File: config.mk
export PLATFORM = sky130hd
export DESIGN_NAME = dual_channel_power_averager_core
export DESIGN_NICKNAME = d
export VERILOG_FILES = /design/src/design/dcpa_pkg.sv /design/src/design/dcpa_ram.sv /design/src/design/dcpa_lane.sv /design/src/design/dcpa_merge.sv /design/src/design/dual_channel_power_averager_core.sv
export SDC_FILE = /design/constraint.sdc
export NUM_CORES = 2
export LEC_CHECK = 0
export CAP_MARGIN = 15
export CORE_AREA = 2 2 408 410
export CTS_BUF_LIST = sky130_fd_sc_hd__clkbuf_8
export DETAILED_ROUTE_END_ITERATION = 8
export DIE_AREA = 0 0 410 412
export DONT_BUFFER_PORTS = 1
export SETUP_SLACK_MARGIN = 0.02
export SLEW_MARGIN = 10
export SYNTH_ARGS = -nofsm -noshare
export SYNTH_HDL_FRONTEND = slang
export SYNTH_HIERARCHICAL = 1
export SYNTH_SLANG_ARGS = --single-unit
File: constraint.sdc
create_clock -name clk -period 5.92 [get_ports clk]
set_input_delay 1.184 -clock clk [delete_from_list [all_inputs] [get_ports clk]]
set_output_delay 1.184 -clock clk [all_outputs]
set_load 0.03 [all_outputs]
File: src/design/dcpa_pkg.sv
// Shared types and constants for the dual channel power averager.
package dcpa_pkg;

    // Fixed field widths of the transfer payloads.
    localparam int CODE_W         = 12;
    localparam int AVG_W          = 16;
    localparam int POWER_W        = 32;
    localparam int COUNT_W        = 32;
    localparam int GAIN_BITS      = 20;
    localparam int GAIN_FRAC_BITS = 16;
    localparam int CFG_INDEX_BITS = 2;

    // Configuration register indexes.
    localparam logic [CFG_INDEX_BITS-1:0] CFG_VOLTAGE_GAIN = 2'd0;
    localparam logic [CFG_INDEX_BITS-1:0] CFG_CURRENT_GAIN = 2'd1;

    // Gain values after reset (Q4.16).
    localparam logic [GAIN_BITS-1:0] VOLTAGE_GAIN_RESET = 20'd580942;
    localparam logic [GAIN_BITS-1:0] CURRENT_GAIN_RESET = 20'd528129;

    typedef struct packed {
        logic [CODE_W-1:0] voltage_code;
        logic [CODE_W-1:0] current_code;
    } in_item_t;

    typedef struct packed {
        logic [AVG_W-1:0]   avg_voltage_mv;
        logic [AVG_W-1:0]   avg_current_ma;
        logic [POWER_W-1:0] power_uw;
        logic [COUNT_W-1:0] samples_taken;
    } out_item_t;

    // Sequencer states.
    typedef enum logic [2:0] {
        ST_IDLE,
        ST_SUM,
        ST_MUL,
        ST_DIV,
        ST_OUT
    } state_t;

    // Step strobes from the sequencer to each lane.
    typedef struct packed {
        logic load;
        logic sum;
        logic mul;
        logic div;
        logic entry_live;
    } lane_ctrl_t;

endpackage

File: src/design/dcpa_ram.sv
// Generic single write port RAM with a registered read port.
module dcpa_ram #(
    parameter int WIDTH = 12,
    parameter int DEPTH = 10
) (
    input  logic                                     clk,
    input  logic                                     we,
    input  logic [((DEPTH > 1) ? $clog2(DEPTH) : 1)-1:0] waddr,
    input  logic [WIDTH-1:0]                         wdata,
    input  logic [((DEPTH > 1) ? $clog2(DEPTH) : 1)-1:0] raddr,
    output logic [WIDTH-1:0]                         rdata
);

    logic [WIDTH-1:0] mem [DEPTH];
    logic [WIDTH-1:0] rdata_reg;

    // Write port.
    always_ff @(posedge clk)
    begin
        if (we)
        begin
            mem[waddr] <= wdata;
        end
    end

    // Registered read port.
    always_ff @(posedge clk)
    begin
        rdata_reg <= mem[raddr];
    end

    assign rdata = rdata_reg;

endmodule

File: src/design/dcpa_lane.sv
// One averaging lane: sample ring, running sum and scaling to engineering units.
module dcpa_lane
    import dcpa_pkg::*;
#(
    parameter int WINDOW    = 10,
    parameter int CODE_BITS = 12
) (
    input  logic                                        clk,
    input  logic                                        rst_n,
    input  lane_ctrl_t                                  ctrl,
    input  logic [((WINDOW > 1) ? $clog2(WINDOW) : 1)-1:0] slot,
    input  logic [CODE_W-1:0]                           code_in,
    input  logic [GAIN_BITS-1:0]                        gain,
    output logic [AVG_W-1:0]                            avg
);

    // Ring width: the code is masked to CODE_BITS low bits.
    localparam int LB        = (CODE_BITS < CODE_W) ? CODE_BITS : CODE_W;
    localparam int SUM_BITS  = $clog2(WINDOW * ((1 << LB) - 1) + 1);
    localparam int PW        = SUM_BITS + GAIN_BITS;
    // Scaled value before the divide by WINDOW; below 2^N when not saturated.
    localparam int WB        = (WINDOW > 1) ? $clog2(WINDOW) : 0;
    localparam int N         = AVG_W + WB;
    localparam int XB        = ((PW - GAIN_FRAC_BITS) > N) ? (PW - GAIN_FRAC_BITS) : (N + 1);
    // Reciprocal of WINDOW, exact for every quotient below 2^N.
    localparam int S         = N + WB;
    localparam longint unsigned MULT = ((64'd1 << S) + WINDOW - 1) / WINDOW;
    localparam int MB        = $clog2(MULT + 1);
    localparam int QB        = ((N + MB) > (S + AVG_W)) ? (N + MB) : (S + AVG_W);
    localparam longint unsigned LIMIT = (64'd1 << AVG_W) * WINDOW;

    logic [LB-1:0]       code_reg;
    logic [SUM_BITS-1:0] sum_reg;
    logic [SUM_BITS-1:0] sum_next;
    logic [PW-1:0]       prod_reg;
    logic [AVG_W-1:0]    avg_reg;
    logic [AVG_W-1:0]    avg_next;
    logic [LB-1:0]       old_code;
    logic [XB-1:0]       scaled;
    logic                sat;
    logic [QB-1:0]       quo;

    // Ring storage for the last WINDOW codes.
    dcpa_ram #(
        .WIDTH (LB),
        .DEPTH (WINDOW)
    ) u_ring (
        .clk   (clk),
        .we    (ctrl.sum),
        .waddr (slot),
        .wdata (code_reg),
        .raddr (slot),
        .rdata (old_code)
    );

    // Running sum: drop the oldest code, add the new one.
    always_comb
    begin
        sum_next = sum_reg - (ctrl.entry_live ? SUM_BITS'(old_code) : '0)
                 + SUM_BITS'(code_reg);
    end

    // Divide by WINDOW * 65536 with saturation at the top of the output range.
    always_comb
    begin
        scaled   = XB'(prod_reg[PW-1:GAIN_FRAC_BITS]);
        sat      = (scaled >= XB'(LIMIT));
        quo      = QB'(scaled[N-1:0]) * QB'(MULT);
        avg_next = sat ? '1 : quo[S+AVG_W-1:S];
    end

    // Running sum register.
    always_ff @(posedge clk or negedge rst_n)
    begin
        if (!rst_n)
        begin
            sum_reg <= '0;
        end
        else if (ctrl.sum)
        begin
            sum_reg <= sum_next;
        end
    end

    // Payload registers along the scaling chain.
    always_ff @(posedge clk)
    begin
        if (ctrl.load)
        begin
            code_reg <= code_in[LB-1:0];
        end
        if (ctrl.mul)
        begin
            prod_reg <= PW'(sum_reg) * PW'(gain);
        end
        if (ctrl.div)
        begin
            avg_reg <= avg_next;
        end
    end

    assign avg = avg_reg;

endmodule

File: src/design/dcpa_merge.sv
// Merging stage: power product of the two lane averages and the output register.
module dcpa_merge
    import dcpa_pkg::*;
(
    input  logic               clk,
    input  logic               rst_n,
    input  logic               load,
    input  logic [AVG_W-1:0]   vavg,
    input  logic [AVG_W-1:0]   iavg,
    input  logic [COUNT_W-1:0] count,
    output logic               full,
    output logic               out_valid,
    input  logic               out_ready,
    output out_item_t          out_data
);

    logic      valid_reg;
    out_item_t data_reg;

    // Output valid: set on load, cleared when the transfer completes.
    always_ff @(posedge clk or negedge rst_n)
    begin
        if (!rst_n)
        begin
            valid_reg <= 1'b0;
        end
        else if (load)
        begin
            valid_reg <= 1'b1;
        end
        else if (out_ready)
        begin
            valid_reg <= 1'b0;
        end
    end

    // Result payload, power formed from the two averages.
    always_ff @(posedge clk)
    begin
        if (load)
        begin
            data_reg.avg_voltage_mv <= vavg;
            data_reg.avg_current_ma <= iavg;
            data_reg.power_uw       <= POWER_W'(vavg) * POWER_W'(iavg);
            data_reg.samples_taken  <= count;
        end
    end

    assign full      = valid_reg;
    assign out_valid = valid_reg;
    assign out_data  = data_reg;

endmodule

File: src/design/dual_channel_power_averager_core.sv
// Top level of the dual channel power averager: sequencer, lanes and merge.
//
// Each accepted sample pair goes from the input transfer to the result
// register through the ring read and running sum update, the gain multiply,
// the reciprocal multiply that divides by WINDOW, and the power multiply in
// the merging stage. A new pair is accepted in the cycle its predecessor's
// result is loaded, so the block takes no new pair while one is in flight;
// the two lanes work side by side and the scaling chain sets the throughput.
// The rings are cleared by per-entry valid bits at reset, so no clearing
// pass is needed and the first WINDOW-1 averages include zero entries.
// Gains must be written through the configuration port while the block is
// idle; the block itself does not enforce this.
module dual_channel_power_averager_core
    import dcpa_pkg::*;
#(
    parameter int WINDOW    = 10,
    parameter int CODE_BITS = 12
) (
    input  logic                      clk,
    input  logic                      rst_n,
    input  logic                      in_valid,
    output logic                      in_ready,
    input  in_item_t                  in_data,
    output logic                      out_valid,
    input  logic                      out_ready,
    output out_item_t                 out_data,
    input  logic                      cfg_valid,
    output logic                      cfg_ready,
    input  logic [CFG_INDEX_BITS-1:0] cfg_index,
    input  logic [GAIN_BITS-1:0]      cfg_data
);

    localparam int SLOT_BITS = (WINDOW > 1) ? $clog2(WINDOW) : 1;

    state_t                state_reg;
    state_t                state_next;
    logic [SLOT_BITS-1:0]  slot_reg;
    logic [SLOT_BITS-1:0]  slot_next;
    logic [WINDOW-1:0]     valid_reg;
    logic [COUNT_W-1:0]    count_reg;
    logic [GAIN_BITS-1:0]  vgain_reg;
    logic [GAIN_BITS-1:0]  igain_reg;
    lane_ctrl_t            lane_ctrl;
    logic                  out_full;
    logic                  out_free;
    logic                  accept;
    logic                  merge_load;
    logic [AVG_W-1:0]      vavg;
    logic [AVG_W-1:0]      iavg;

    assign out_free  = !out_full || out_ready;
    assign accept    = in_valid && in_ready;
    assign cfg_ready = 1'b1;

    // Next state of the sequencer.
    always_comb
    begin
        state_next = state_reg;
        unique case (state_reg)
            ST_IDLE:
            begin
                if (accept)
                begin
                    state_next = ST_SUM;
                end
            end
            ST_SUM:  state_next = ST_MUL;
            ST_MUL:  state_next = ST_DIV;
            ST_DIV:  state_next = ST_OUT;
            ST_OUT:
            begin
                if (out_free)
                begin
                    state_next = accept ? ST_SUM : ST_IDLE;
                end
            end
            default: state_next = ST_IDLE;
        endcase
    end

    // Sequencer outputs.
    always_comb
    begin
        in_ready             = 1'b0;
        merge_load           = 1'b0;
        lane_ctrl.sum        = 1'b0;
        lane_ctrl.mul        = 1'b0;
        lane_ctrl.div        = 1'b0;
        unique case (state_reg)
            ST_IDLE: in_ready = 1'b1;
            ST_SUM:  lane_ctrl.sum = 1'b1;
            ST_MUL:  lane_ctrl.mul = 1'b1;
            ST_DIV:  lane_ctrl.div = 1'b1;
            ST_OUT:
            begin
                in_ready   = out_free;
                merge_load = out_free;
            end
            default: in_ready = 1'b0;
        endcase
        lane_ctrl.load       = in_valid && in_ready;
        lane_ctrl.entry_live = valid_reg[slot_reg];
    end

    // Ring write slot wraps after WINDOW entries.
    always_comb
    begin
        slot_next = (slot_reg == SLOT_BITS'(WINDOW - 1)) ? '0 : slot_reg + 1'b1;
    end

    // Sequencer state, ring bookkeeping and sample counter.
    always_ff @(posedge clk or negedge rst_n)
    begin
        if (!rst_n)
        begin
            state_reg <= ST_IDLE;
            slot_reg  <= '0;
            valid_reg <= '0;
            count_reg <= '0;
        end
        else
        begin
            state_reg <= state_next;
            if (accept)
            begin
                count_reg <= count_reg + 1'b1;
            end
            if (lane_ctrl.sum)
            begin
                valid_reg[slot_reg] <= 1'b1;
                slot_reg            <= slot_next;
            end
        end
    end

    // Gain registers; writes to other indexes are dropped.
    always_ff @(posedge clk or negedge rst_n)
    begin
        if (!rst_n)
        begin
            vgain_reg <= VOLTAGE_GAIN_RESET;
            igain_reg <= CURRENT_GAIN_RESET;
        end
        else if (cfg_valid)
        begin
            unique case (cfg_index)
                CFG_VOLTAGE_GAIN: vgain_reg <= cfg_data;
                CFG_CURRENT_GAIN: igain_reg <= cfg_data;
                default:          ;
            endcase
        end
    end

    // Voltage lane.
    dcpa_lane #(
        .WINDOW    (WINDOW),
        .CODE_BITS (CODE_BITS)
    ) u_vlane (
        .clk     (clk),
        .rst_n   (rst_n),
        .ctrl    (lane_ctrl),
        .slot    (slot_reg),
        .code_in (in_data.voltage_code),
        .gain    (vgain_reg),
        .avg     (vavg)
    );

    // Current lane.
    dcpa_lane #(
        .WINDOW    (WINDOW),
        .CODE_BITS (CODE_BITS)
    ) u_ilane (
        .clk     (clk),
        .rst_n   (rst_n),
        .ctrl    (lane_ctrl),
        .slot    (slot_reg),
        .code_in (in_data.current_code),
        .gain    (igain_reg),
        .avg     (iavg)
    );

    // Power product and result register.
    dcpa_merge u_merge (
        .clk       (clk),
        .rst_n     (rst_n),
        .load      (merge_load),
        .vavg      (vavg),
        .iavg      (iavg),
        .count     (count_reg),
        .full      (out_full),
        .out_valid (out_valid),
        .out_ready (out_ready),
        .out_data  (out_data)
    );

endmodule
==> impl_summary.txt <==
----------------------------------------------------
[Status]
  Outcome ... finished, violations left
  Violations in the final reports ... negative setup slack

[Floorplanning]
  Overall die width ... 410 um
  Area of the core ... 0.1642 mm^2
  Die Footprint ... between 0.15 and 0.2 mm^2
  Number of placement rows ... 149
  Die outline height ... 412 um
  Top-Level Pins ... 150
  Effective utilization at floorplan ... between 40% and 50%

[Finish]
  Total Nets Final ... between 8,000 and 9,000
  Utilization of the core after routing ... roughly half
  Proportion of layout cells with a drive suffix above 1 ... between 20% and 30%
  Synth-to-Final Area Change ... 20.17%
  Final instance area ... between 0.08 and 0.09 mm^2

[Detailed routing]
  Routed via count divided by cell count ... a little under 5
  Number of DRC violations after detailed-routing iteration 0 ... 2,260
  Met3 WL ... 8.016 mm
  Routed via count ... between 40,000 and 50,000
  Detailed-routed wire length on met2 ... roughly 80 mm
  Post-route ant nets ... 0
  Highest metal used ... met5
  Routed wire length ... 164.9 mm
  Detailed Routing Iterations Pass 1 ... 5
  Average wire length per cell after detail routing ... 17.55 um
  M1 WL ... around 70 mm
  DRC errors left ... 0

[Yosys]
  Yosys Warn Count ... 6
  Cell area after synthesis ... between 0.06 and 0.07 mm^2
  Main combinational cell family by area after synthesis ... adder cells
  Ys flop type ... edfxtp_1
  Post-synthesis xor/xnor area fraction ... 1.972%
  Most frequent cells after synthesis ... 1,462 x inv_1, 994 x fa_1, 751 x ha_1, 650 x nand2_1, 449 x and2_1
  Most area-consuming cells after synthesis ... fa_1 30%, edfxtp_1 19%, ha_1 14%
  Fraction of post-synthesis cell area in the top cell type by area ... between 20% and 30%
  Synth Area in Compound Gates ... between 6 and 7%
  Share of flip-flops with an asynchronous set or reset ... 21.11%
  Cell variety after synth ... 106
  Library cell with the highest instance count after synthesis ... inv_1
  #FFs+latches synth ... slightly below 600
  Share of cell area taken by muxes after synthesis ... about 2.9%
  Sequential fraction of the synthesis area ... around 25%
  Synth area leader ... fa_1
  Post-Syn Instances ... about 6,400
  Number of flops mapped to enable cells by yosys ... roughly 430
  Per-instance average area after synthesis ... approximately 10 um^2
  Post-synth net total ... between 8,000 and 9,000
  Adder and majority gate portion of the synthesized area ... between 40% and 50%
  Area fraction in and, or, nand and nor cells after synthesis ... 11.26%

[Clocking]
  Clock network latency to the later pin of the worst-skew pair ... between 0.8 and 0.9 ns
  Buffer levels on the longest clock path ... 3
  Clock sink total ... around 580
  TritonCTS clock tree ... built
  Number of buffers added by the clock tree synthesis step ... 97
  H-Tree Level Count ... 3
  CTS Root Cell ... clkbuf_8
  CTS clock-pin slew for the worst setup and hold paths ... around 0.060 ns

[Hold path]
  HP Class ... input pin to async pin

[Timing]
  Worst-case clock skew ... 0.03927 ns
  Worst relative slew slack ... between 20% and 30%
  Final worst-path cycle share ... 107.1%
  Clock period minus final worst setup slack ... 6.338 ns
  Number of pins exceeding their max-slew limit in the final report ... 0
  RSZ-0062 raised after global routing ... yes
  Number of hold violations in the final report ... 0
  Least setup slack across all paths after layout ... -0.4175 ns
  Maximum frequency from static timing analysis ... approximately 160 MHz
  Final worst hold slack ... ~0.094 ns
  Transition at the pin with the smallest max-transition slack ... about 1.2 ns
  Number of failing setup endpoints in the final timing report ... 23

[Setup path]
  Startpoint Class ... flip-flop
  Startpoint of the most critical register-to-register path ... vgain_reg[11]
  Worst R2R Path Depth ... 21
  Worst endpoint data arrival time ... ~7 ns
  CP Data Required Time ... roughly 6.5 ns
  Register-to-register setup slack ... -0.42 ns
  Worst-path maximum fanout ... 7
  Crit Path Category ... flip-flop to flip-flop
  Type of destination of the critical path ... flip-flop
  Worst flop-to-flop path endpoint ... u_vlane/prod_reg[35]

[Place]
  Worst-case setup slack after placement ... -0.5592 ns
  Final HPWL from detailed placement ... 133.0 mm
  Placer Congestion ... a little over 0.9
  Buffers on Ports ... 0
  Placed cell areas ... 0.07407 mm^2

[Global route]
  GR Overflow Total ... 0
  Initial antenna violation count ... 22
  Vias in the first global route ... 49,960
  First-pass GRT wire length ... between 200 and 300 mm
  Largest net degree at the start of global routing ... 86
  Total Routing Usage GR ... 19.59%

[Job]
  Max capacitance violation total ... 0

----------------------------------------------------
==> cell families after synthesis <==
kind of cell / after synthesis
fa+ha+maj: 1745
xor+xnor: 151
other cells: 1
mux: 174
compound gates: 589
simple gates: 1498
buf+inv: 1667
flops: 578
==> metrics by stage <==
step / setup TNS [ns] / std cells
4_1_cts: -4.141 / 9295
6_report: -4.502 / 9397
2_1_floorplan: -0.3277 / 6403
3_3_place_gp: -14.14 / 9035
5_1_grt: -11.62 / 9392
3_5_place_dp: -18.01 / 9035
==> worst max-delay path by stage <==
stage                       startpoint              endpoint  slack (ns)
floorplan                vgain_reg[15]  u_vlane/prod_reg[35]       -0.11
global placement         vgain_reg[10]  u_vlane/prod_reg[32]       -0.46
detailed placement       vgain_reg[11]  u_vlane/prod_reg[32]       -0.56
CTS                      vgain_reg[12]  u_vlane/prod_reg[32]       -0.38
global route        u_vlane/sum_reg[4]  u_vlane/prod_reg[35]       -0.58
finish                   vgain_reg[11]  u_vlane/prod_reg[35]       -0.42
==> layer usage <==
| metal | global-route usage [%] | up-vias |
|---|---|---|
| met2 | 34.43 | 962 |
| met5 | 0 | - |
| met1 | 24.84 | 23320 |
| met3 | 3.406 | 290 |
| li1 | - | 21700 |
| met4 | 5.204 | 30 |
==> layout by cell type (no fill, tap or decap), types with 73 or more instances in the layout <==
master,instances
a21oi_1,95
buf_6,77
mux2_2,115
and2_1,430
inv_1,1393
nor2_1,97
a21o_1,73
fa_1,932
inv_2,91
nand2_1,618
ha_1,635
ha_4,104
xnor2_1,97
buf_4,704
edfxtp_1,432
clkbuf_8,110
==> worst max-delay path, stage by stage (launching register included) <==
cell and delay, ns:
dfstp_4 0.67, buf_8 0.14, and2_4 0.14, fa_1 0.41, inv_2 0.08, fa_2 0.42
fa_2 0.54, inv_2 0.04, fa_2 0.45, fa_1 0.52, inv_1 0.06, fa_1 0.51
inv_2 0.05, ha_4 0.16, a21o_1 0.15, a211o_1 0.32, a211oi_4 0.24, o211ai_1 0.21
o31a_1 0.38, a21oi_4 0.21, o21bai_2 0.11, a31o_1 0.23
==> what timing repair did <==
item | in CTS | in global routing
endpoints found under the hold margin | 30 | 0
hold buffers | 2 | 0
gates cloned | 0 | 1
buffers inserted | 79 | 87
setup endpoints to repair | 73 | 85
gates resized for setup | 339 | 345
pin swaps | 242 | 247
==> cell type report <==
cell class,instances,area [um^2]
Sequential cell,578,16580
Fill cell,14780,83650
Clock buffer,110,1514
Timing Repair Buffer,813,6763
Multi-Input combinational cell,4158,46870
Tap cell,2189,2739
Inverter,1462,5499
Antenna cell,13,32.53
Clock inverter,74,591.8
Power is left out: the tool's default activity adds up to more than one toggle a clock period on the data nets, which glitch-free logic cannot reach.
